## config.mk

```make
export PLATFORM = sky130hd
export DESIGN_NAME = circle_octant_point_generator_core
export DESIGN_NICKNAME = d
export VERILOG_FILES = /design/src/hdl/cop_pkg.sv /design/src/hdl/cop_front.sv /design/src/hdl/cop_queue.sv /design/src/hdl/cop_back.sv /design/src/hdl/circle_octant_point_generator_core.sv
export SDC_FILE = /design/constraint.sdc
export NUM_CORES = 1
export LEC_CHECK = 0
export BUFFER_PORTS_ARGS = -buffer_cell sky130_fd_sc_hd__buf_2
export CAP_MARGIN = 20
export CORE_MARGIN = 5
export CORE_UTILIZATION = 45
export DETAILED_ROUTE_END_ITERATION = 8
export GPL_TIMING_DRIVEN = 0
export HOLD_SLACK_MARGIN = 0.12
export PLACE_DENSITY = 0.72
export SLEW_MARGIN = 40
export SYNTH_ARGS = -nofsm -noshare
export SYNTH_HDL_FRONTEND = slang
export SYNTH_SLANG_ARGS = --single-unit
```

## constraint.sdc

```tcl
create_clock -name clk -period 8.52 [get_ports clk]
set_input_delay 0.426 -clock clk [delete_from_list [all_inputs] [get_ports clk]]
set_output_delay 0.426 -clock clk [all_outputs]
set_load 0.02 [all_outputs]
```

## src/hdl/cop_pkg.sv

```systemverilog
// Shared constants and types for the circle octant point generator.
// Used by the front, queue, back and top-level modules; depends on nothing.
package cop_pkg;

  // Fixed width of the two's complement point coordinates.
  localparam int OUT_BITS = 14;

  // Configuration register indexes.
  typedef enum logic [1:0] {
    REG_RADIUS   = 2'd0,
    REG_CENTER_X = 2'd1,
    REG_CENTER_Y = 2'd2
  } reg_index_t;

  // Queue occupancy flags seen by both sides of the queue.
  typedef struct packed {
    logic full;
    logic empty;
  } qstat_t;

endpackage

```

## src/hdl/cop_front.sv

```systemverilog
// Front part: accepts column offsets, sorts them into no-point, axis and octant
// requests, and computes the rounded square root for octant requests. Uses cop_pkg.
module cop_front #(
  parameter int RADIUS_BITS = 10
) (
  input  logic                   clk,
  input  logic                   rst,
  input  logic [RADIUS_BITS-1:0] radius,
  input  logic [RADIUS_BITS-1:0] column_offset,
  input  logic                   in_valid,
  output logic                   in_stall,
  input  cop_pkg::qstat_t        qstat,
  output logic                   push,
  output logic [RADIUS_BITS-1:0] ent_x,
  output logic [RADIUS_BITS-1:0] ent_y,
  output logic                   ent_axis
);
  import cop_pkg::*;

  localparam int RB    = RADIUS_BITS;
  localparam int PB    = RB + (RB % 2);
  localparam int NB    = 2 * PB;
  localparam int RW    = PB + 2;
  localparam int ITERS = PB / 2;
  localparam int CW    = $clog2(ITERS);

  typedef enum logic [3:0] {
    F_IDLE = 4'b0001,
    F_DIFF = 4'b0010,
    F_ROOT = 4'b0100,
    F_PUSH = 4'b1000
  } fstate_t;

  fstate_t         state;
  logic [RB-1:0]   x_q;
  logic [2*RB-1:0] rr;
  logic [2*RB-1:0] xx;
  logic [NB-1:0]   nrem;
  logic [RW-1:0]   rem;
  logic [PB-1:0]   root;
  logic [CW-1:0]   cnt;

  logic            accept;
  logic [RW-1:0]   rem_next;
  logic [PB-1:0]   root_next;
  logic [NB-1:0]   nrem_next;
  logic [RW-1:0]   shifted;
  logic [RW-1:0]   trial;
  logic [PB-1:0]   root_inc;
  logic [RB-1:0]   y_round;

  assign push     = (state == F_PUSH) && !qstat.full;
  assign in_stall = !((state == F_IDLE) || push);
  assign accept   = in_valid && !in_stall;

  // Two result bits per cycle of the digit-by-digit square root.
  always_comb begin
    rem_next  = rem;
    root_next = root;
    nrem_next = nrem;
    shifted   = '0;
    trial     = '0;
    for (int k = 0; k < 2; k++) begin
      shifted   = {rem_next[RW-3:0], nrem_next[NB-1 -: 2]};
      trial     = {root_next, 2'b01};
      nrem_next = {nrem_next[NB-3:0], 2'b00};
      if (shifted >= trial) begin
        rem_next  = shifted - trial;
        root_next = {root_next[PB-2:0], 1'b1};
      end else begin
        rem_next  = shifted;
        root_next = {root_next[PB-2:0], 1'b0};
      end
    end
  end

  // The final remainder is n - root^2; round up when it exceeds the root.
  assign root_inc = root_next + PB'(1);
  assign y_round  = (rem_next > RW'(root_next)) ? RB'(root_inc) : RB'(root_next);

  always_ff @(posedge clk) begin
    if (rst) begin
      state <= F_IDLE;
    end else begin
      unique case (state)
        F_IDLE, F_PUSH: begin
          if (accept) begin
            if (column_offset >= radius) begin
              state <= F_IDLE;
            end else if (column_offset == '0) begin
              state <= F_PUSH;
            end else begin
              state <= F_DIFF;
            end
          end else if (push) begin
            state <= F_IDLE;
          end
        end
        F_DIFF: begin
          state <= F_ROOT;
        end
        F_ROOT: begin
          if (cnt == '0) begin
            state <= F_PUSH;
          end
        end
        default: begin
          state <= F_IDLE;
        end
      endcase
    end
  end

  always_ff @(posedge clk) begin
    if (accept) begin
      x_q      <= column_offset;
      rr       <= radius * radius;
      xx       <= column_offset * column_offset;
      ent_x    <= '0;
      ent_y    <= radius;
      ent_axis <= 1'b1;
    end
    if (state == F_DIFF) begin
      nrem <= NB'(rr - xx);
      rem  <= '0;
      root <= '0;
      cnt  <= CW'(ITERS - 1);
    end
    if (state == F_ROOT) begin
      nrem <= nrem_next;
      rem  <= rem_next;
      root <= root_next;
      cnt  <= cnt - CW'(1);
      if (cnt == '0) begin
        ent_x    <= x_q;
        ent_y    <= y_round;
        ent_axis <= 1'b0;
      end
    end
  end

  // An octant offset under work is always inside the circle.
  a_root_inside: assert property (@(posedge clk) disable iff (rst)
    (state == F_ROOT) |-> (x_q < radius))
    else $error("offset under root computation is not below the radius");

  // A rounded root never exceeds the radius.
  a_push_range: assert property (@(posedge clk) disable iff (rst)
    push |-> (ent_y <= radius))
    else $error("queued root exceeds the radius");

  // Nothing is pushed or accepted while the front is busy with a root.
  a_root_no_push: assert property (@(posedge clk) disable iff (rst)
    ((state == F_DIFF) || (state == F_ROOT)) |-> (!push && in_stall))
    else $error("front pushed or accepted during root computation");

endmodule

```

## src/hdl/cop_queue.sv

```systemverilog
// Two-entry queue between the front and back parts, holding offset, root and
// the axis flag of each request. Uses cop_pkg for the status struct.
module cop_queue #(
  parameter int RADIUS_BITS = 10
) (
  input  logic                   clk,
  input  logic                   rst,
  input  logic                   push,
  input  logic [RADIUS_BITS-1:0] wr_x,
  input  logic [RADIUS_BITS-1:0] wr_y,
  input  logic                   wr_axis,
  input  logic                   pop,
  output logic [RADIUS_BITS-1:0] rd_x,
  output logic [RADIUS_BITS-1:0] rd_y,
  output logic                   rd_axis,
  output cop_pkg::qstat_t        qstat
);
  import cop_pkg::*;

  localparam int DEPTH = 2;

  logic [RADIUS_BITS-1:0] q_x    [DEPTH];
  logic [RADIUS_BITS-1:0] q_y    [DEPTH];
  logic                   q_axis [DEPTH];
  logic                   wr_ptr;
  logic                   rd_ptr;
  logic [1:0]             count;

  assign qstat.full  = (count == 2'(DEPTH));
  assign qstat.empty = (count == 2'd0);
  assign rd_x        = q_x[rd_ptr];
  assign rd_y        = q_y[rd_ptr];
  assign rd_axis     = q_axis[rd_ptr];

  always_ff @(posedge clk) begin
    if (rst) begin
      wr_ptr <= 1'b0;
      rd_ptr <= 1'b0;
      count  <= 2'd0;
    end else begin
      if (push) begin
        wr_ptr <= !wr_ptr;
      end
      if (pop) begin
        rd_ptr <= !rd_ptr;
      end
      if (push && !pop) begin
        count <= count + 2'd1;
      end else if (pop && !push) begin
        count <= count - 2'd1;
      end
    end
  end

  always_ff @(posedge clk) begin
    if (push) begin
      q_x[wr_ptr]    <= wr_x;
      q_y[wr_ptr]    <= wr_y;
      q_axis[wr_ptr] <= wr_axis;
    end
  end

  a_no_overflow: assert property (@(posedge clk) disable iff (rst)
    push |-> (!qstat.full || pop))
    else $error("request pushed into a full queue");

  a_no_underflow: assert property (@(posedge clk) disable iff (rst)
    pop |-> !qstat.empty)
    else $error("request popped from an empty queue");

  a_count_range: assert property (@(posedge clk) disable iff (rst)
    count <= 2'(DEPTH))
    else $error("queue count out of range");

endmodule

```

## src/hdl/cop_back.sv

```systemverilog
// Back part: takes one request at a time from the queue and emits its four or
// eight symmetric points through an output register. Uses cop_pkg.
module cop_back #(
  parameter int RADIUS_BITS = 10,
  parameter int COORD_BITS  = 12
) (
  input  logic                               clk,
  input  logic                               rst,
  input  logic [COORD_BITS-1:0]              center_x,
  input  logic [COORD_BITS-1:0]              center_y,
  input  cop_pkg::qstat_t                    qstat,
  input  logic [RADIUS_BITS-1:0]             rd_x,
  input  logic [RADIUS_BITS-1:0]             rd_y,
  input  logic                               rd_axis,
  output logic                               pop,
  output logic                               out_valid,
  input  logic                               out_stall,
  output logic signed [cop_pkg::OUT_BITS-1:0] point_x,
  output logic signed [cop_pkg::OUT_BITS-1:0] point_y,
  output logic                               last_point
);
  import cop_pkg::*;

  // Bit 2 swaps the roles of offset and root, bit 1 negates the horizontal
  // term and bit 0 negates the vertical term.
  typedef enum logic [2:0] {
    PT_PX_PY = 3'd0,
    PT_PX_MY = 3'd1,
    PT_MX_PY = 3'd2,
    PT_MX_MY = 3'd3,
    PT_PY_PX = 3'd4,
    PT_PY_MX = 3'd5,
    PT_MY_PX = 3'd6,
    PT_MY_MX = 3'd7
  } point_t;

  logic                 busy;
  logic [RADIUS_BITS-1:0] cur_x;
  logic [RADIUS_BITS-1:0] cur_y;
  logic                 cur_axis;
  point_t               idx;
  point_t               idx_next;

  logic                 slot_free;
  logic                 emit;
  logic                 is_last;
  logic [OUT_BITS-1:0]  cx;
  logic [OUT_BITS-1:0]  cy;
  logic [OUT_BITS-1:0]  u;
  logic [OUT_BITS-1:0]  v;
  logic [OUT_BITS-1:0]  px;
  logic [OUT_BITS-1:0]  py;
  logic [2:0]           code;

  assign slot_free = !out_valid || !out_stall;
  assign emit      = busy && slot_free;
  assign is_last   = cur_axis ? (idx == PT_MY_PX) : (idx == PT_MY_MX);
  assign pop       = !qstat.empty && (!busy || (emit && is_last));

  assign code = idx;
  assign cx   = OUT_BITS'(center_x);
  assign cy   = OUT_BITS'(center_y);
  assign u    = code[2] ? OUT_BITS'(cur_y) : OUT_BITS'(cur_x);
  assign v    = code[2] ? OUT_BITS'(cur_x) : OUT_BITS'(cur_y);
  assign px   = code[1] ? (cx - u) : (cx + u);
  assign py   = code[0] ? (cy - v) : (cy + v);

  // Axis requests visit only the four points that are distinct when x is zero.
  always_comb begin
    unique case (idx)
      PT_PX_PY: idx_next = PT_PX_MY;
      PT_PX_MY: idx_next = cur_axis ? PT_PY_PX : PT_MX_PY;
      PT_MX_PY: idx_next = PT_MX_MY;
      PT_MX_MY: idx_next = PT_PY_PX;
      PT_PY_PX: idx_next = cur_axis ? PT_MY_PX : PT_PY_MX;
      PT_PY_MX: idx_next = PT_MY_PX;
      PT_MY_PX: idx_next = PT_MY_MX;
      PT_MY_MX: idx_next = PT_PX_PY;
      default:  idx_next = PT_PX_PY;
    endcase
  end

  always_ff @(posedge clk) begin
    if (rst) begin
      busy      <= 1'b0;
      out_valid <= 1'b0;
      idx       <= PT_PX_PY;
    end else begin
      if (emit) begin
        out_valid <= 1'b1;
      end else if (slot_free) begin
        out_valid <= 1'b0;
      end
      // A new request taken on the last point of the current one starts at once.
      if (pop) begin
        busy <= 1'b1;
        idx  <= PT_PX_PY;
      end else if (emit) begin
        if (is_last) begin
          busy <= 1'b0;
        end else begin
          idx <= idx_next;
        end
      end
    end
  end

  always_ff @(posedge clk) begin
    if (emit) begin
      point_x    <= px;
      point_y    <= py;
      last_point <= is_last;
    end
    if (pop) begin
      cur_x    <= rd_x;
      cur_y    <= rd_y;
      cur_axis <= rd_axis;
    end
  end

  a_axis_points: assert property (@(posedge clk) disable iff (rst)
    (busy && cur_axis) |->
      (idx == PT_PX_PY || idx == PT_PX_MY || idx == PT_PY_PX || idx == PT_MY_PX))
    else $error("axis request reached a point it does not have");

  a_emit_loads: assert property (@(posedge clk) disable iff (rst)
    emit |=> out_valid)
    else $error("emitted point not presented");

  a_pop_when_free: assert property (@(posedge clk) disable iff (rst)
    (pop && busy) |-> (emit && is_last))
    else $error("new request taken before the current one finished");

endmodule

```

## src/hdl/circle_octant_point_generator_core.sv

```systemverilog
// Circle octant point generator: one column offset in, up to eight points out.
// Points leave at one point per cycle while out_stall is low: eight per octant
// offset, four per axis offset. The front takes no new offset while it is busy
// with a root, and can take the next one as it pushes the current request.
// Reset (rst, synchronous) empties the queue and clears radius and center to zero.
module circle_octant_point_generator_core #(
  parameter int RADIUS_BITS = 10,
  parameter int COORD_BITS  = 12
) (
  input  logic                                clk,
  input  logic                                rst,
  input  logic                                cfg_valid,
  output logic                                cfg_ready,
  input  logic [1:0]                          cfg_index,
  input  logic [((RADIUS_BITS > COORD_BITS) ? RADIUS_BITS : COORD_BITS)-1:0] cfg_data,
  input  logic                                in_valid,
  output logic                                in_stall,
  input  logic [RADIUS_BITS-1:0]              column_offset,
  output logic                                out_valid,
  input  logic                                out_stall,
  output logic signed [cop_pkg::OUT_BITS-1:0] point_x,
  output logic signed [cop_pkg::OUT_BITS-1:0] point_y,
  output logic                                last_point
);
  import cop_pkg::*;

  logic [RADIUS_BITS-1:0] radius;
  logic [COORD_BITS-1:0]  center_x;
  logic [COORD_BITS-1:0]  center_y;

  qstat_t                 qstat;
  logic                   push;
  logic                   pop;
  logic [RADIUS_BITS-1:0] ent_x;
  logic [RADIUS_BITS-1:0] ent_y;
  logic                   ent_axis;
  logic [RADIUS_BITS-1:0] rd_x;
  logic [RADIUS_BITS-1:0] rd_y;
  logic                   rd_axis;

  assign cfg_ready = 1'b1;

  always_ff @(posedge clk) begin
    if (rst) begin
      radius   <= '0;
      center_x <= '0;
      center_y <= '0;
    end else if (cfg_valid && cfg_ready) begin
      case (cfg_index)
        REG_RADIUS:   radius   <= RADIUS_BITS'(cfg_data);
        REG_CENTER_X: center_x <= COORD_BITS'(cfg_data);
        REG_CENTER_Y: center_y <= COORD_BITS'(cfg_data);
        default: ;
      endcase
    end
  end

  cop_front #(
    .RADIUS_BITS(RADIUS_BITS)
  ) u_front (
    .clk          (clk),
    .rst          (rst),
    .radius       (radius),
    .column_offset(column_offset),
    .in_valid     (in_valid),
    .in_stall     (in_stall),
    .qstat        (qstat),
    .push         (push),
    .ent_x        (ent_x),
    .ent_y        (ent_y),
    .ent_axis     (ent_axis)
  );

  cop_queue #(
    .RADIUS_BITS(RADIUS_BITS)
  ) u_queue (
    .clk    (clk),
    .rst    (rst),
    .push   (push),
    .wr_x   (ent_x),
    .wr_y   (ent_y),
    .wr_axis(ent_axis),
    .pop    (pop),
    .rd_x   (rd_x),
    .rd_y   (rd_y),
    .rd_axis(rd_axis),
    .qstat  (qstat)
  );

  cop_back #(
    .RADIUS_BITS(RADIUS_BITS),
    .COORD_BITS (COORD_BITS)
  ) u_back (
    .clk       (clk),
    .rst       (rst),
    .center_x  (center_x),
    .center_y  (center_y),
    .qstat     (qstat),
    .rd_x      (rd_x),
    .rd_y      (rd_y),
    .rd_axis   (rd_axis),
    .pop       (pop),
    .out_valid (out_valid),
    .out_stall (out_stall),
    .point_x   (point_x),
    .point_y   (point_y),
    .last_point(last_point)
  );

endmodule
```

==> out/summary.txt <==
Status -> completed
Max-slew violation count -> 0
Buffer depth of the longest clock path -> 3
Starting density of the core -> 45.62%
Final WL -> 41.01 mm
HPWL Detailed -> 32.33 mm
Worst reg-to-reg path cell count -> 33
Layout cells sized above 1 -> 8.698%
Crit start category -> flop
Final period util -> 91.94%
EDFF count, synth -> 178
Worst flop-to-flop path endpoint -> u_front.ent_y[2]
Worst-skew pair later-pin latency -> 550 ps
Setup Crit Path Kind -> reg -> reg
Vias in the first global route -> 13.72k
Lkg Pwr -> 9.331 nW
Max-Cap Viols -> 0
Most frequent cells in the layout -> ha_1, inv_1, edfxtp_1
Initial drt markers -> 716
Fillers -> 3661
Port bufs -> 58
Slowest cell on crit path -> a221oi_1
#FFs+latches synth -> 250
Reg2reg setup slack -> 690 ps
Synth warn -> 0
Root Buffer -> clkbuf_16
Vias -> 13.34k
Worst EP required -> 8930 ps
Die area -> 45660 sq um
Fin. Hold Viols -> 0
Floorplan row count -> 74
Crit-path most repeated cell -> o21ai_0
Pwr dens -> 240.0 nW/um^2
Avg Inst Size Synth -> 10.06 sq um
Io pins -> 61
Largest net degree at the start of global routing -> 41
Core region area -> 40920 sq um
CP Capture Type -> flop
Hold Crit Class -> in -> reg
Pre-antenna DRT Iters -> 5
Worst path max stage delay -> 460 ps
First-pass GRT wire length -> 67.50 mm
Grt ovf -> 0
CTS tree -> built
Wire per inst -> 16.42 um
Critical path peak fanout -> 10
GPL Wtd Cong -> 0.9002
Hold path depth -> 3
Die Y -> 213.7 um
FFs w/ async S/R, synth -> 0%
Crit path DAT -> 8240 ps
HP Start -> out_stall
GRT Resource Usage Total -> 17.95%
CTS Buf Count -> 27
Antenna violations before repair -> 1
Register area share after synthesis -> 36.35%
Final Power -> 4.954 mW
Nets@finish -> 2274
RR Startpoint -> u_front.root[3]
Clk_skew -> 14.69 ps
Clock Pin Slew Worst Setup and Hold Paths -> 60 ps
Post-CTS setup buffers -> 0
H-Tree Level Count -> 1
Slew @ Worst Pin -> 731.3 ps
Final setup fails -> 0
Main synth FF type -> edfxtp_1
Hold EP -> u_back.out_valid
Clock sink count -> 250
Post-synth net total -> 2185
Post-Route Setup TNS -> 0 ps
Most common cell after layout, fill and taps aside -> ha_1
Placed cell area -> 19720 sq um
Post-route cell area -> 20640 sq um
RSZ-0062 raised after global routing -> false
Vias per cell -> 5.341
Slew HR -> 51.25%
Max IR drop VDD -> 0.0001667 V
Layout Utilization -> 50.44%
Area grow syn2layout -> 10.56%
Die X -> 213.7 um
N_diodes -> 0
Post-route ant nets -> 0
Maximum clock frequency -> 0.1277 GHz
Mapped cell area -> 18670 sq um
Distinct cells, synth -> 78
Minimum clock period -> 7833 ps
Cells after Synth -> 1856
DRC -> 0
-- flip-flops by register name, indices dropped and copies added, names as in the netlist, 10 cells and up --
name            flops
u_queue.q_y        20
u_front.ent_x      10
u_back.point_y     14
u_queue.q_x        20
u_back.cur_y       10
center_x           12
u_front.nrem       20
radius             10
u_back.cur_x       10
u_front.ent_y      10
center_y           12
u_front.xx         19
u_front.rem        10
u_back.point_x     14
u_front.root       10
u_front.rr         19
-- worst max-delay path by stage --
| stage | from | to | slack [ps] |
|---|---|---|---|
| floorplan | u_front.root[3] | u_front.ent_y[2] | 2230 |
| global placement | u_front.root[3] | u_front.ent_y[2] | 550 |
| detailed placement | u_front.root[4] | u_front.ent_y[2] | 500 |
| CTS | u_front.root[4] | u_front.ent_y[2] | 470 |
| global route | u_front.root[4] | u_front.ent_y[2] | 110 |
| finish | u_front.root[3] | u_front.ent_y[2] | 690 |
-- report_power, final --
| part | internal (mW) | leakage, nW | switching, mW |
|---|---|---|---|
| Sequential | 1.61 | 2.25 | 0.0918 |
| Combinational | 0.835 | 6.63 | 1.22 |
| Clock | 0.720 | 0.454 | 0.480 |
-- synth_stat cells, types with 4 or more instances --
library cell	n	area share (%)
o211ai_1	5	0.20
o21a_1	22	0.88
mux2_2	27	1.6
o2111ai_1	4	0.19
a21oi_1	113	3.0
clkinv_1	7	0.14
nand3_1	28	0.75
or4_1	4	0.16
nor3_1	31	0.83
nand2b_1	13	0.44
nand2_1	129	2.6
a21o_1	32	1.3
or3_1	15	0.50
dfxtp_1	72	7.7
mux2i_1	46	2.5
nand3b_1	6	0.24
o21ai_1	7	0.19
ha_1	203	14
nor2b_1	23	0.77
and3_1	14	0.47
fa_1	97	10
edfxtp_1	178	29
and2_1	55	1.8
clkbuf_1	44	0.88
nand4_1	10	0.34
o31ai_1	6	0.24
inv_1	202	4.1
nor2_1	172	3.5
xor2_1	26	1.2
o21ai_0	77	2.1
or2_2	5	0.17
a31oi_1	9	0.30
a211oi_1	9	0.36
o21bai_1	19	0.76
a31o_2	5	0.23
xnor2_1	73	3.4
buf_1	6	0.12
-- layout make-up --
class | instances | area (sq um) | area share, %
Tap cell | 532 | 665.6 | 3.225
Sequential cell | 250 | 6787 | 32.88
Multi-Input combinational cell | 1345 | 10940 | 52.99
Buffer | 51 | 197.7 | 0.9577
Clock buffer | 40 | 807.0 | 3.910
Inverter | 209 | 787.0 | 3.813
Clock inverter | 10 | 120.1 | 0.5819
Timing Repair Buffer | 61 | 340.3 | 1.649
-- worst max-delay path, delay by kind of cell (launching register included) --
family	cells	cell delay [ps]
AOI/OAI and AO/OA	14	2730
and+or+nand+nor	10	2100
buffers and inverters	6	1530
adders and majority gates	3	900
DFF	1	410
-- logic make-up (layout without fill, tap and decap cells) --
group | after synthesis | in the layout | synth area share (%)
AND/OR/NAND/NOR | 522 | 522 | 13.37
AO/OA/AOI/OAI | 350 | 350 | 12.24
adder cells (fa/ha/maj) | 300 | 300 | 24.00
buffers and inverters | 261 | 371 | 5.274
flip-flops | 250 | 250 | 36.35
XOR/XNOR | 99 | 99 | 4.644
multiplexers | 73 | 73 | 4.095
other | 1 | 1 | 0.02009
-- metrics by stage --
step	setup slack, ps	cells	hold slack, ps
global placement	550.1	2446	423.1
CTS	465.9	2499	126.8
detailed placement	503.3	2449	417.0
finish	686.7	2498	157.8
floorplan	2230	1856	408.1
global route	113.6	2498	144.5
-- per-layer routing --
layer | vias to the layer above | GRT usage [%] | share of wire, %
met5 | - | 0 | 0
met4 | 0 | 5.154 | 3.1
met3 | 63 | 2.180 | 4.2
met2 | 255 | 32.18 | 49
met1 | 6430 | 22.94 | 44
li1 | 6593 | - | -
-- what timing repair did --
item / 4_1_cts / 5_1_grt
setup endpoints to repair: 0 / 7
gates resized for setup: 0 / 2
hold buffers: 0 / 0
Note: power is estimated with default switching activity, not from simulation.
